## config.mk

```make
export PLATFORM = sky130hd
export DESIGN_NAME = lifetime_ema_check_scheduler_unit
export DESIGN_NICKNAME = d
export VERILOG_FILES = /design/src/design/lecs_pkg.sv /design/src/design/lecs_ctrl.sv /design/src/design/lecs_dp.sv /design/src/design/lifetime_ema_check_scheduler_unit.sv
export SDC_FILE = /design/constraint.sdc
export NUM_CORES = 2
export LEC_CHECK = 0
export ABC_CLOCK_PERIOD_IN_PS = 36700
export BUFFER_PORTS_ARGS = -buffer_cell sky130_fd_sc_hd__buf_2
export CORE_ASPECT_RATIO = 1.25
export CORE_MARGIN = 2
export CORE_UTILIZATION = 55
export CTS_BUF_LIST = sky130_fd_sc_hd__clkbuf_4
export DETAILED_ROUTE_END_ITERATION = 10
export PLACE_DENSITY_LB_ADDON = 0.1
export SYNTH_ARGS = -nofsm -noshare
export SYNTH_HDL_FRONTEND = slang
export SYNTH_HIERARCHICAL = 1
export SYNTH_SLANG_ARGS = --single-unit
```

## constraint.sdc

```tcl
create_clock -name clk -period 36.7 [get_ports clk]
set_input_delay 3.67 -clock clk [delete_from_list [all_inputs] [get_ports clk]]
set_output_delay 3.67 -clock clk [all_outputs]
set_load 0.01 [all_outputs]
```

## src/design/lecs_pkg.sv

```systemverilog
// Shared types and constants for the rebuild-lifetime statistics scheduler.
// Used by lecs_ctrl, lecs_dp and lifetime_ema_check_scheduler_unit. No dependencies.
`default_nettype none

package lecs_pkg;

  localparam int STEP_W     = 48;
  localparam int ATOMS_W    = 24;
  localparam int CHECK_W    = 50;
  localparam int LIFE_OUT_W = 20;
  localparam int MEAN_OUT_W = 28;
  localparam int COUNT_W    = 32;
  localparam int SUM_W      = 48;
  localparam int SQSUM_W    = 63;
  localparam int TOTAL_W    = 48;

  // EMA denominator; the 0.9 weight is applied as (x << 3) + x before dividing
  localparam logic [4:0] EMA_DEN = 5'd10;

  typedef enum logic [1:0] {
    OP_UPDATE = 2'd0,
    OP_RESET  = 2'd1,
    OP_INIT   = 2'd2
  } op_t;

  typedef struct packed {
    logic capture;
    logic apply;
    logic lt_calc;
    logic mul_load;
    logic mul_dd;
    logic mul_step;
    logic stats;
    logic div_load;
    logic div_step;
    logic sqrt_load;
    logic sqrt_step;
    logic chk_d;
    logic chk_t;
    logic chk_sum;
    logic out_load;
  } cmd_t;

  typedef struct packed {
    op_t op;
  } status_t;

endpackage

`default_nettype wire

```

## src/design/lecs_ctrl.sv

```systemverilog
// Sequencer for the lifetime statistics scheduler: handshakes and step counts.
// Depends on lecs_pkg; drives the command word of lecs_dp.
`default_nettype none

module lecs_ctrl #(
  parameter int LIFETIME_BITS = 20,
  parameter int FRACTION_BITS = 8
) (
  input  wire logic              clk,
  input  wire logic              rst,
  input  wire logic              in_valid,
  output      logic              in_ready,
  output      logic              out_valid,
  input  wire logic              out_ready,
  input  wire lecs_pkg::status_t status,
  output      lecs_pkg::cmd_t    cmd
);

  localparam int MW        = LIFETIME_BITS + FRACTION_BITS;
  localparam int VW        = 2 * MW;
  localparam int MBW       = 2 * ((MW + 1) / 2);
  localparam int DNW       = 4 * ((VW + 4 + 3) / 4);
  localparam int MUL_STEPS = MBW / 2;
  localparam int DIV_STEPS = DNW / 4;
  localparam int SQRT_STEPS = MW;
  localparam int CNT_W     = $clog2(MW);

  typedef enum logic [4:0] {
    S_IDLE, S_DECODE, S_APPLY, S_LIFE, S_MUL_LT_LD, S_MUL_LT, S_STATS,
    S_MUL_DD_LD, S_MUL_DD, S_DIV_LD, S_DIV, S_SQRT_LD, S_SQRT,
    S_CHK_D, S_CHK_T, S_CHK_SUM, S_FIN
  } state_t;

  state_t           state;
  logic [CNT_W-1:0] cnt;
  logic             out_free;

  assign in_ready = (state == S_IDLE);
  assign out_free = !out_valid || out_ready;

  always_ff @(posedge clk) begin
    if (rst) begin
      state     <= S_IDLE;
      cnt       <= '0;
      out_valid <= 1'b0;
    end else begin
      if (state == S_FIN && out_free) begin
        out_valid <= 1'b1;
      end else if (out_ready) begin
        out_valid <= 1'b0;
      end
      unique case (state)
        S_IDLE: begin
          if (in_valid) state <= S_DECODE;
        end
        S_DECODE: begin
          if (status.op == lecs_pkg::OP_UPDATE) state <= S_LIFE;
          else state <= S_APPLY;
        end
        S_APPLY: state <= S_FIN;
        S_LIFE: state <= S_MUL_LT_LD;
        S_MUL_LT_LD: begin
          cnt   <= CNT_W'(MUL_STEPS - 1);
          state <= S_MUL_LT;
        end
        S_MUL_LT: begin
          cnt <= cnt - 1'b1;
          if (cnt == '0) state <= S_STATS;
        end
        S_STATS: state <= S_MUL_DD_LD;
        S_MUL_DD_LD: begin
          cnt   <= CNT_W'(MUL_STEPS - 1);
          state <= S_MUL_DD;
        end
        S_MUL_DD: begin
          cnt <= cnt - 1'b1;
          if (cnt == '0) state <= S_DIV_LD;
        end
        S_DIV_LD: begin
          cnt   <= CNT_W'(DIV_STEPS - 1);
          state <= S_DIV;
        end
        S_DIV: begin
          cnt <= cnt - 1'b1;
          if (cnt == '0) state <= S_SQRT_LD;
        end
        S_SQRT_LD: begin
          cnt   <= CNT_W'(SQRT_STEPS - 1);
          state <= S_SQRT;
        end
        S_SQRT: begin
          cnt <= cnt - 1'b1;
          if (cnt == '0) state <= S_CHK_D;
        end
        S_CHK_D: state <= S_CHK_T;
        S_CHK_T: state <= S_CHK_SUM;
        S_CHK_SUM: state <= S_FIN;
        S_FIN: begin
          if (out_free) state <= S_IDLE;
        end
        default: state <= S_IDLE;
      endcase
    end
  end

  always_comb begin
    cmd           = '0;
    cmd.capture   = in_valid && in_ready;
    cmd.apply     = (state == S_APPLY);
    cmd.lt_calc   = (state == S_LIFE);
    cmd.mul_load  = (state == S_MUL_LT_LD) || (state == S_MUL_DD_LD);
    cmd.mul_dd    = (state == S_MUL_DD_LD);
    cmd.mul_step  = (state == S_MUL_LT) || (state == S_MUL_DD);
    cmd.stats     = (state == S_STATS);
    cmd.div_load  = (state == S_DIV_LD);
    cmd.div_step  = (state == S_DIV);
    cmd.sqrt_load = (state == S_SQRT_LD);
    cmd.sqrt_step = (state == S_SQRT);
    cmd.chk_d     = (state == S_CHK_D);
    cmd.chk_t     = (state == S_CHK_T);
    cmd.chk_sum   = (state == S_CHK_SUM);
    cmd.out_load  = (state == S_FIN) && out_free;
  end

endmodule

`default_nettype wire

```

## src/design/lecs_dp.sv

```systemverilog
// Datapath for the lifetime statistics scheduler: state, counters, radix-4
// multiplier, divide-by-ten unit, square root and result registers.
// Depends on lecs_pkg; sequenced by lecs_ctrl.
`default_nettype none

module lecs_dp #(
  parameter int LIFETIME_BITS = 20,
  parameter int FRACTION_BITS = 8
) (
  input  wire logic                                  clk,
  input  wire logic                                  rst,
  input  wire logic                                  cfg_write,
  input  wire logic                                  cfg_data,
  input  wire logic [1:0]                            opcode,
  input  wire logic [lecs_pkg::STEP_W-1:0]           step,
  input  wire logic [lecs_pkg::ATOMS_W-1:0]          atoms_beyond,
  input  wire lecs_pkg::cmd_t                        cmd,
  output      lecs_pkg::status_t                     status,
  output      logic signed [lecs_pkg::CHECK_W-1:0]   next_check_step,
  output      logic [lecs_pkg::LIFE_OUT_W-1:0]       lifetime,
  output      logic [lecs_pkg::MEAN_OUT_W-1:0]       mean_lifetime,
  output      logic [lecs_pkg::MEAN_OUT_W-1:0]       sigma,
  output      logic [lecs_pkg::COUNT_W-1:0]          rebuild_count,
  output      logic [lecs_pkg::SUM_W-1:0]            lifetime_sum,
  output      logic [lecs_pkg::SQSUM_W-1:0]          lifetime_square_sum,
  output      logic [lecs_pkg::TOTAL_W-1:0]          atoms_beyond_total
);

  localparam int LB  = LIFETIME_BITS;
  localparam int FB  = FRACTION_BITS;
  localparam int MW  = LB + FB;
  localparam int VW  = 2 * MW;
  localparam int MBW = 2 * ((MW + 1) / 2);
  localparam int AW  = 2 * MBW;
  localparam int DNW = 4 * ((VW + 4 + 3) / 4);
  localparam int RW  = MW + 2;
  localparam int DW  = MW + 2;
  localparam int SW  = lecs_pkg::STEP_W;
  localparam int CW  = lecs_pkg::CHECK_W;

  // state
  logic                           every_step;
  logic [SW-1:0]                  last_step;
  logic [CW-1:0]                  check_step;
  logic [MW-1:0]                  mean;
  logic [VW-1:0]                  variance;
  logic [MW-1:0]                  root;
  logic [lecs_pkg::COUNT_W-1:0]   count;
  logic [lecs_pkg::SUM_W-1:0]     lt_sum;
  logic [lecs_pkg::SQSUM_W-1:0]   sq_sum;
  logic [lecs_pkg::TOTAL_W-1:0]   atoms_total;

  // working registers
  lecs_pkg::op_t                  op_q;
  logic [SW-1:0]                  step_q;
  logic [lecs_pkg::ATOMS_W-1:0]   atoms_q;
  logic [LB-1:0]                  lt;
  logic [MBW-1:0]                 mul_a;
  logic [MBW+1:0]                 mul_a3;
  logic [MBW-1:0]                 mul_b;
  logic [AW-1:0]                  acc;
  logic [MW-1:0]                  dd;
  logic [DNW-1:0]                 num_v;
  logic [DNW-1:0]                 num_m;
  logic [3:0]                     rem_v;
  logic [3:0]                     rem_m;
  logic [VW-1:0]                  rad;
  logic [RW-1:0]                  sq_rem;
  logic [DW-1:0]                  d_diff;
  logic [DW-1:0]                  t_q;

  // combinational
  logic [SW-1:0]                  diff;
  logic [LB-1:0]                  lt_next;
  logic [MW-1:0]                  mul_src;
  logic [MBW+1:0]                 pp;
  logic [MW-1:0]                  ltf;
  logic                           seeded;
  logic [MW-1:0]                  mean_b;
  logic [VW-1:0]                  var_b;
  logic [lecs_pkg::COUNT_W:0]     count_add;
  logic [lecs_pkg::SUM_W:0]       sum_add;
  logic [lecs_pkg::SQSUM_W+1:0]   sq_add;
  logic [lecs_pkg::TOTAL_W:0]     atoms_add;
  logic [DNW+3:0]                 div_v_next;
  logic [DNW+3:0]                 div_m_next;
  logic [RW+1:0]                  sq_r;
  logic [RW+1:0]                  sq_trial;
  logic                           sq_ge;
  logic                           d_neg;
  logic [DW-1:0]                  d_mag;
  logic [DW-1:0]                  d_quot;

  // four quotient bits of a divide by ten, quotient shifted in at the bottom
  function automatic logic [DNW+3:0] div10_digit(input logic [DNW-1:0] num,
                                                 input logic [3:0] rem);
    logic [4:0]     r;
    logic [DNW-1:0] n;
    logic [3:0]     rm;
    n  = num;
    rm = rem;
    for (int k = 0; k < 4; k++) begin
      r = {rm, n[DNW-1]};
      n = {n[DNW-2:0], 1'b0};
      if (r >= lecs_pkg::EMA_DEN) begin
        rm   = 4'(r - lecs_pkg::EMA_DEN);
        n[0] = 1'b1;
      end else begin
        rm = r[3:0];
      end
    end
    return {rm, n};
  endfunction

  assign status.op = op_q;

  assign diff = step_q - last_step;
  always_comb begin
    lt_next = '0;
    if (step_q > last_step) begin
      if (diff > SW'({LB{1'b1}})) lt_next = {LB{1'b1}};
      else lt_next = LB'(diff);
    end
  end

  assign mul_src = cmd.mul_dd ? dd : MW'(lt);

  always_comb begin
    unique case (mul_b[MBW-1 -: 2])
      2'b00: pp = '0;
      2'b01: pp = (MBW+2)'(mul_a);
      2'b10: pp = (MBW+2)'({mul_a, 1'b0});
      2'b11: pp = mul_a3;
      default: pp = '0;
    endcase
  end

  assign ltf    = MW'(lt) << FB;
  assign seeded = (mean == '0);
  assign mean_b = seeded ? ltf : mean;
  assign var_b  = seeded ? (VW'(acc) << (2 * FB - 2)) : variance;

  assign count_add = {1'b0, count} + (lecs_pkg::COUNT_W+1)'(1);
  assign sum_add   = {1'b0, lt_sum} + (lecs_pkg::SUM_W+1)'(lt);
  assign sq_add    = (lecs_pkg::SQSUM_W+2)'(sq_sum) + (lecs_pkg::SQSUM_W+2)'(acc);
  assign atoms_add = {1'b0, atoms_total} + (lecs_pkg::TOTAL_W+1)'(atoms_q);

  assign div_v_next = div10_digit(num_v, rem_v);
  assign div_m_next = div10_digit(num_m, rem_m);

  assign sq_r     = {sq_rem, rad[VW-1 -: 2]};
  assign sq_trial = (RW+2)'({root, 2'b01});
  assign sq_ge    = (sq_r >= sq_trial);

  // truncate toward zero: shift the magnitude, restore the sign
  assign d_neg  = d_diff[DW-1];
  assign d_mag  = d_neg ? (~d_diff + 1'b1) : d_diff;
  assign d_quot = d_mag >> FB;

  always_ff @(posedge clk) begin
    if (rst) begin
      every_step  <= 1'b0;
      last_step   <= '0;
      check_step  <= '0;
      mean        <= '0;
      variance    <= '0;
      root        <= '0;
      count       <= '0;
      lt_sum      <= '0;
      sq_sum      <= '0;
      atoms_total <= '0;
    end else begin
      if (cfg_write) every_step <= cfg_data;
      if (cmd.apply) begin
        priority case (op_q)
          lecs_pkg::OP_RESET, lecs_pkg::OP_INIT: begin
            mean       <= '0;
            variance   <= '0;
            root       <= '0;
            check_step <= CW'(step_q);
            last_step  <= step_q;
            if (op_q == lecs_pkg::OP_INIT) begin
              count       <= '0;
              lt_sum      <= '0;
              sq_sum      <= '0;
              atoms_total <= '0;
            end
          end
          default: ;
        endcase
      end
      if (cmd.stats) begin
        count       <= count_add[lecs_pkg::COUNT_W] ? '1 : count_add[lecs_pkg::COUNT_W-1:0];
        lt_sum      <= sum_add[lecs_pkg::SUM_W] ? '1 : sum_add[lecs_pkg::SUM_W-1:0];
        sq_sum      <= (sq_add[lecs_pkg::SQSUM_W+1 -: 2] != 2'b00) ? '1 :
                       sq_add[lecs_pkg::SQSUM_W-1:0];
        atoms_total <= atoms_add[lecs_pkg::TOTAL_W] ? '1 : atoms_add[lecs_pkg::TOTAL_W-1:0];
        mean        <= mean_b;
        variance    <= var_b;
      end
      if (cmd.sqrt_load) begin
        variance <= VW'(num_v);
        mean     <= MW'(num_m);
        root     <= '0;
      end
      if (cmd.sqrt_step) begin
        root <= {root[MW-2:0], sq_ge};
      end
      if (cmd.chk_sum) begin
        if (every_step) check_step <= CW'(step_q);
        else check_step <= CW'(step_q) + CW'($signed(t_q)) - CW'(1);
        last_step <= step_q;
      end
    end
  end

  always_ff @(posedge clk) begin
    if (cmd.capture) begin
      op_q    <= lecs_pkg::op_t'(opcode);
      step_q  <= step;
      atoms_q <= atoms_beyond;
    end
    if (cmd.apply) lt <= '0;
    if (cmd.lt_calc) lt <= lt_next;
    if (cmd.mul_load) begin
      mul_a  <= MBW'(mul_src);
      mul_b  <= MBW'(mul_src);
      mul_a3 <= (MBW+2)'(mul_src) + (MBW+2)'({mul_src, 1'b0});
      acc    <= '0;
    end
    if (cmd.mul_step) begin
      acc   <= (acc << 2) + AW'(pp);
      mul_b <= mul_b << 2;
    end
    if (cmd.stats) begin
      dd <= (mean_b >= ltf) ? (mean_b - ltf) : (ltf - mean_b);
    end
    if (cmd.div_load) begin
      num_v <= (DNW'(variance) << 3) + DNW'(variance) + DNW'(acc);
      num_m <= (DNW'(mean) << 3) + DNW'(mean) + DNW'(ltf);
      rem_v <= '0;
      rem_m <= '0;
    end
    if (cmd.div_step) begin
      {rem_v, num_v} <= div_v_next;
      {rem_m, num_m} <= div_m_next;
    end
    if (cmd.sqrt_load) begin
      rad    <= VW'(num_v);
      sq_rem <= '0;
    end
    if (cmd.sqrt_step) begin
      rad    <= rad << 2;
      sq_rem <= sq_ge ? RW'(sq_r - sq_trial) : RW'(sq_r);
    end
    if (cmd.chk_d) begin
      d_diff <= DW'(mean) - DW'({root, 1'b0});
    end
    if (cmd.chk_t) begin
      t_q <= d_neg ? (~d_quot + 1'b1) : d_quot;
    end
    if (cmd.out_load) begin
      next_check_step     <= check_step;
      lifetime            <= lecs_pkg::LIFE_OUT_W'(lt);
      mean_lifetime       <= lecs_pkg::MEAN_OUT_W'(mean);
      sigma               <= lecs_pkg::MEAN_OUT_W'(root);
      rebuild_count       <= count;
      lifetime_sum        <= lt_sum;
      lifetime_square_sum <= sq_sum;
      atoms_beyond_total  <= atoms_total;
    end
  end

endmodule

`default_nettype wire

```

## src/design/lifetime_ema_check_scheduler_unit.sv

```systemverilog
// Top level of the rebuild-lifetime statistics and next-check scheduler.
// Depends on lecs_pkg, lecs_ctrl and lecs_dp.
//
// One word in gives one word out. An update measures the lifetime since the
// previous rebuild, adds it to saturating totals, runs the 0.9/0.1 moving
// averages of mean (Q.8) and variance (Q.16) and schedules the next check at
// step + trunc(mean - 2*sigma) - 1, or at step itself when the configuration bit
// is set. An update runs the radix-4 multiplier (squares of lifetime and
// deviation), the four-bit-a-cycle divide by ten and the one-bit-a-cycle
// square root. Reset, init and the unused opcode skip the arithmetic and
// go from decode through apply to the result register. A new word is taken
// the cycle after the result register loads, whether or not the result has
// been taken; the user must write the configuration bit only while idle,
// and the block itself does not enforce this.
`default_nettype none

module lifetime_ema_check_scheduler_unit #(
  parameter int LIFETIME_BITS = 20,
  parameter int FRACTION_BITS = 8
) (
  input  wire logic                                 clk,
  input  wire logic                                 rst,
  input  wire logic                                 cfg_write,
  input  wire logic                                 cfg_data,
  input  wire logic                                 in_valid,
  output      logic                                 in_ready,
  input  wire logic [1:0]                           opcode,
  input  wire logic [lecs_pkg::STEP_W-1:0]          step,
  input  wire logic [lecs_pkg::ATOMS_W-1:0]         atoms_beyond,
  output      logic                                 out_valid,
  input  wire logic                                 out_ready,
  output      logic signed [lecs_pkg::CHECK_W-1:0]  next_check_step,
  output      logic [lecs_pkg::LIFE_OUT_W-1:0]      lifetime,
  output      logic [lecs_pkg::MEAN_OUT_W-1:0]      mean_lifetime,
  output      logic [lecs_pkg::MEAN_OUT_W-1:0]      sigma,
  output      logic [lecs_pkg::COUNT_W-1:0]         rebuild_count,
  output      logic [lecs_pkg::SUM_W-1:0]           lifetime_sum,
  output      logic [lecs_pkg::SQSUM_W-1:0]         lifetime_square_sum,
  output      logic [lecs_pkg::TOTAL_W-1:0]         atoms_beyond_total
);

  lecs_pkg::cmd_t    cmd;
  lecs_pkg::status_t status;

  lecs_ctrl #(
    .LIFETIME_BITS(LIFETIME_BITS),
    .FRACTION_BITS(FRACTION_BITS)
  ) u_ctrl (
    .clk       (clk),
    .rst       (rst),
    .in_valid  (in_valid),
    .in_ready  (in_ready),
    .out_valid (out_valid),
    .out_ready (out_ready),
    .status    (status),
    .cmd       (cmd)
  );

  lecs_dp #(
    .LIFETIME_BITS(LIFETIME_BITS),
    .FRACTION_BITS(FRACTION_BITS)
  ) u_dp (
    .clk                 (clk),
    .rst                 (rst),
    .cfg_write           (cfg_write),
    .cfg_data            (cfg_data),
    .opcode              (opcode),
    .step                (step),
    .atoms_beyond        (atoms_beyond),
    .cmd                 (cmd),
    .status              (status),
    .next_check_step     (next_check_step),
    .lifetime            (lifetime),
    .mean_lifetime       (mean_lifetime),
    .sigma               (sigma),
    .rebuild_count       (rebuild_count),
    .lifetime_sum        (lifetime_sum),
    .lifetime_square_sum (lifetime_square_sum),
    .atoms_beyond_total  (atoms_beyond_total)
  );

endmodule

`default_nettype wire

```

Word-level counts from Yosys, hierarchy flattened. Cells that the tools add are included.

Bits in registers: 1268. Bits in latches: 0. RAM bits: 0. Memory bits (read-only): 0. Output and inout bits: 319. Logic and storage cells: 236. Memories kept: 0.

Add/subtract/negate cells: 28. $mul: 0. Div/mod/pow operators: 0. Order comparisons: 12. Eq/ne operators: 28. Shift operators: 0. Muxes and demuxes: 88. Bitwise logic cells: 2. Reductions and logical operators: 37.

Operators with widths (count): 56-bit two-way mux (9); 48-bit two-way mux (10); 63-bit two-way mux (5); 28-bit two-way mux (11); 60-bit two-way mux (4); 50-bit two-way mux (4); 32-bit two-way mux (5); 30-bit two-way mux (4); 30-bit one-hot mux with 4 select lines (1); 20-bit two-way mux (4); 5-bit one-hot mux with 16 select lines (1); 63-bit by 56-bit adder with 64-bit output (1); 30-bit by 1-bit adder with 30-bit output, second input constant (2); 59-bit by 56-bit adder with 60-bit output (1); 60-bit by 28-bit adder with 60-bit output (1); 60-bit by 56-bit adder with 60-bit output (1); 56-bit by 30-bit adder with 56-bit output (1); 28-bit subtractor (2); 49-bit by 30-bit adder with 50-bit output (1); 50-bit by 1-bit subtractor with 50-bit output, second input constant (1); 48-bit by 20-bit adder with 49-bit output (1); 48-bit by 24-bit adder with 49-bit output (1); 48-bit by 20-bit greater-than comparator with 1-bit output, second input constant (1); 48-bit greater-than comparator (1); 42 further kinds (122).

Longest topological paths before layout.
Depth in word-level cells: 9. Depth in mapped cells: 23. Depth with buffers taken out: 21.

Cells and area by module. Netlist, hierarchy kept.

By module, submodules not included: lecs_dp (instances 1, cells an instance 7398, area each 72453.2 µm²); lecs_ctrl (instances 1, cells an instance 116, area each 858.3 µm²).

Worst setup path after synthesis. Ideal clock, no wire load.

Kind: input to register. Start point: input port out_ready. End point: register u_dp/atoms_beyond_total[0] (netlist bit), enable pin. Setup time: 1.449 ns. Arrival: 26.457 ns. Setup slack: 8.794 ns. Cell stages on the path: 2. Buffers on the path: 0. Cells stage by stage: nor2b_1 nor3b_1.

RTL lines: start: declaration (RTL line lifetime_ema_check_scheduler_unit.sv:31) `input wire logic out_ready,`; end signal: assignment (RTL line lecs_dp.sv:270) `atoms_beyond_total <= atoms_total;`; end: declaration (RTL line lecs_dp.sv:26) `output logic [lecs_pkg::TOTAL_W-1:0] atoms_beyond_total`.

Final worst setup path.
Start point: register u_ctrl.state[4]. End point: output port in_ready.

Longest elaborated chain between the ends: 1.

RTL lines: start: declaration (RTL line lecs_ctrl.sv:34) `state_t state;`; start signal: assignment (RTL line lecs_ctrl.sv:43) `state <= S_IDLE;`; start signal: assignment (RTL line lecs_ctrl.sv:54) `if (in_valid) state <= S_DECODE;`; start signal: assignment (RTL line lecs_ctrl.sv:57) `if (status.op == lecs_pkg::OP_UPDATE) state <= S_LIFE;`; 5-bit zero test (RTL line lecs_ctrl.sv:38) `assign in_ready = (state == S_IDLE);`; end: declaration (RTL line lifetime_ema_check_scheduler_unit.sv:26) `output logic in_ready,`.

Every way passes these cells.

==> impl_metrics.env <==
export IMPL_final_instance_count_excl_fill=9979
export IMPL_cts_buffers=340
export IMPL_ant_nets=0
export IMPL_fillers=11400
export IMPL_synth_most_common_cell="nand2_1"
export IMPL_synthTopCellsByArea="edfxtp_1, dfxtp_1, ha_1"
export IMPL_cts_max_path_buffers=4
export IMPL_ys_warnings_count=6
export IMPL_synthAdderAreaFrac_pct=10.8
export IMPL_synth_area_um2=73300
export IMPL_viasPerCell=5.96
export IMPL_grt_usage_pct=29.5
export IMPL_ios=399
export IMPL_cp_data_arrival_time_ps=3250
export IMPL_final_net_count=8648
export IMPL_post_place_ws_ps=30620
export IMPL_start_util_pct=55.5
export IMPL_ys_ff_latch=1267
export IMPL_yosys_area_share_simple_pct=14.1
export IMPL_routedWlPerCell_um=20.6
export IMPL_rows=149
export IMPL_critPathKind="flop to output port"
export IMPL_rsz0062_at_grt="no"
export IMPL_synth_nets=8177
export IMPL_core_area_um2=132000
export IMPL_cp_slowest_cell="nor3_1"
export IMPL_finalHoldViolCount=0
export IMPL_powerDensity_nw_per_um2=53.6
export IMPL_routed_wl_um=205000
export IMPL_clock_skew_ps=92.5
export IMPL_synthDistinctLibCells=100
export IMPL_vias=59500
export IMPL_drv_slew=0
export IMPL_grt_pass1_vias=57500
export IMPL_stdcell_area_um2=81100
export IMPL_synth_top_family_by_area="compound AO/OA/AOI/OAI gates"
export IMPL_synth_async_reset_ratio_pct=0
export IMPL_relSlewSlack_pct=15.7
export IMPL_dp_cells=9379
export IMPL_hold_class="flop to flop"
export IMPL_slowest_delay_ps=720
export IMPL_min_period_ps=6920
export IMPL_clk_latency_ps=1330
export IMPL_synth_compound_area_share_pct=19.1
export IMPL_drc=0
export IMPL_synth_common_cells="nand2_1, edfxtp_1, a21oi_1, o21ai_0, nor2_1"
export IMPL_synth_top_area_share_pct=34.8
export IMPL_path_buf_inv=2
export IMPL_yosysTopAreaCell="edfxtp_1"
export IMPL_syn_avg_cell_area_um2=9.76
export IMPL_port_buffer_count=398
export IMPL_cts_sinks=1267
export IMPL_htreeDepth=5
export IMPL_setup_viol=0
export IMPL_post_cts_buffers=0
export IMPL_dieHeight_um=412
export IMPL_antenna_found_initial=7
export IMPL_firstDrtPassIters=8
export IMPL_p_leak_nw=32.3
export IMPL_drt_iter0_markers=4233
export IMPL_grt_pass1_wl_um=316000
export IMPL_worstSetupEndpointType="output port"
export IMPL_dieWidth_um=331
export IMPL_synth_cells=7514
export IMPL_synth_area_mux_share_pct=1.26
export IMPL_finalSetupTns_ps=0
export IMPL_start_kind="flop"
export IMPL_cts_tree="built"
export IMPL_fin_crit_sh_pct=18.9
export IMPL_cts_hold_repair_buffers=0
export IMPL_area_delta_synth_final_pct=10.6
export IMPL_clkTransAtPathRegs_ps=60
export IMPL_gp_congestion=0.948
export IMPL_synth_xor_area_share_pct=4.48
export IMPL_ir_drop_mv=0.0266
export IMPL_post_cts_resized=0
export IMPL_power_mw=4.35
export IMPL_worst_pin_slew_ps=1260
export IMPL_placed_area_um2=76900
export IMPL_synth_edf_count=850
export IMPL_dieArea_um2=136000
export IMPL_dp_hpwl_um=147000
export IMPL_grt_max_degree=169
export IMPL_status="complete, no violations"
export IMPL_clock_root_buffer="clkbuf_4"
export IMPL_crit_family="simple AND/OR/NAND/NOR gates"
export IMPL_critPathRequiredTime_ps=33030
export IMPL_drive_gt1_share_pct=13.4
export IMPL_ys_seq_area_share_pct=46.2
export IMPL_cp_cell_sequence="buf_4, or3_1, nor3_1, buf_2"
export IMPL_cap_viol_max_count=0
export IMPL_max_freq_mhz=145
export IMPL_synth_flop_cell="edfxtp_1"
export IMPL_worstPathMaxFanout=29
export IMPL_grt_overflow_total=0
export IMPL_postLayoutSetupSlackWorst_ps=29780
[cells in the final DEF (no fill, tap or decap), types with 59 or more instances in the layout]
cell | Yosys | layout
clkbuf_4 | 0 | 497
dfxtp_1 | 417 | 417
xor2_1 | 126 | 126
nand3_1 | 139 | 139
edfxtp_1 | 850 | 850
nand2b_1 | 84 | 83
ha_1 | 498 | 498
and3_1 | 73 | 73
o21ai_0 | 577 | 577
inv_1 | 445 | 445
nor2_1 | 502 | 494
and2_1 | 106 | 105
a21oi_1 | 603 | 601
a21o_1 | 222 | 222
nand4_1 | 67 | 67
a22oi_1 | 74 | 74
fa_1 | 85 | 85
nand2_1 | 853 | 853
clkinv_1 | 3 | 81
nor3_1 | 127 | 119
a31oi_1 | 83 | 83
nor2b_1 | 98 | 96
buf_2 | 11 | 397
a211oi_1 | 59 | 59
xnor2_1 | 249 | 249
o21a_1 | 78 | 78
[registers in the layout (all words and copies together), names as in the netlist, 50 cells and up]
| signal | cells |
|---|---|
| u_dp/variance | 56 |
| u_dp/num_m | 60 |
| u_dp/sq_sum | 63 |
| u_dp/num_v | 60 |
| u_dp/check_step | 50 |
| u_dp/acc | 56 |
| u_dp/next_check_step | 50 |
| u_dp/lifetime_square_sum | 63 |
| u_dp/rad | 56 |
[report_power, final]
part           total (mW)  switching (mW)  internal [mW]
logic                1.30           0.795          0.509
registers            1.80           0.122           1.67
clock network        1.25           0.592          0.655
total                4.35            1.51           2.84
[area by class of cell]
class                      instances  area (µm²)  share of cell area, %
tap                             1736        2170                   2.68
sequential                      1267       33900                   41.8
clock buffer                     497        3730                   4.60
antenna                            4        10.0                 0.0123
inverter                         448        1680                   2.07
multi-input combinational       5478       36700                   45.2
clock inverter                    99         520                  0.642
timing repair buffer             450        2430                   3.00
[through the flow]
step | hold WS (ps) | utilization [%]
after floorplan | 403 | -
after global placement | 414 | 58.1
after detailed placement | 416 | 58.1
after CTS | 429 | 61.4
after global routing | 436 | 61.4
final | 428 | 61.4
[worst paths after layout]
path	start	endpoint	slack [ps]	cells after the start
worst max-delay path	u_ctrl/state[4]	in_ready	29780	4
worst min-delay path	u_dp/check_step[47]	u_dp/next_check_step[47]	430	0
worst max register to register	u_dp/mean[3]	u_dp/dd[22]	30580	19
worst min register to register	u_dp/check_step[47]	u_dp/next_check_step[47]	430	0
[cell families after synthesis]
logic type,count (synthesis)
simple gates,2228
compound gates,2205
flops,1267
buf+inv,769
fa+ha+maj,583
xor+xnor,375
mux,87
[routing by layer]
layer	GRT usage [%]	vias up	part of all wire, %
met5	0	-	0
met4	13.1	0	3.8
li1	-	28500	-
met1	37.8	28600	42
met2	48.9	2057	48
met3	4.90	420	6.7
No activity file was read; power rests on OpenSTA's default activity.
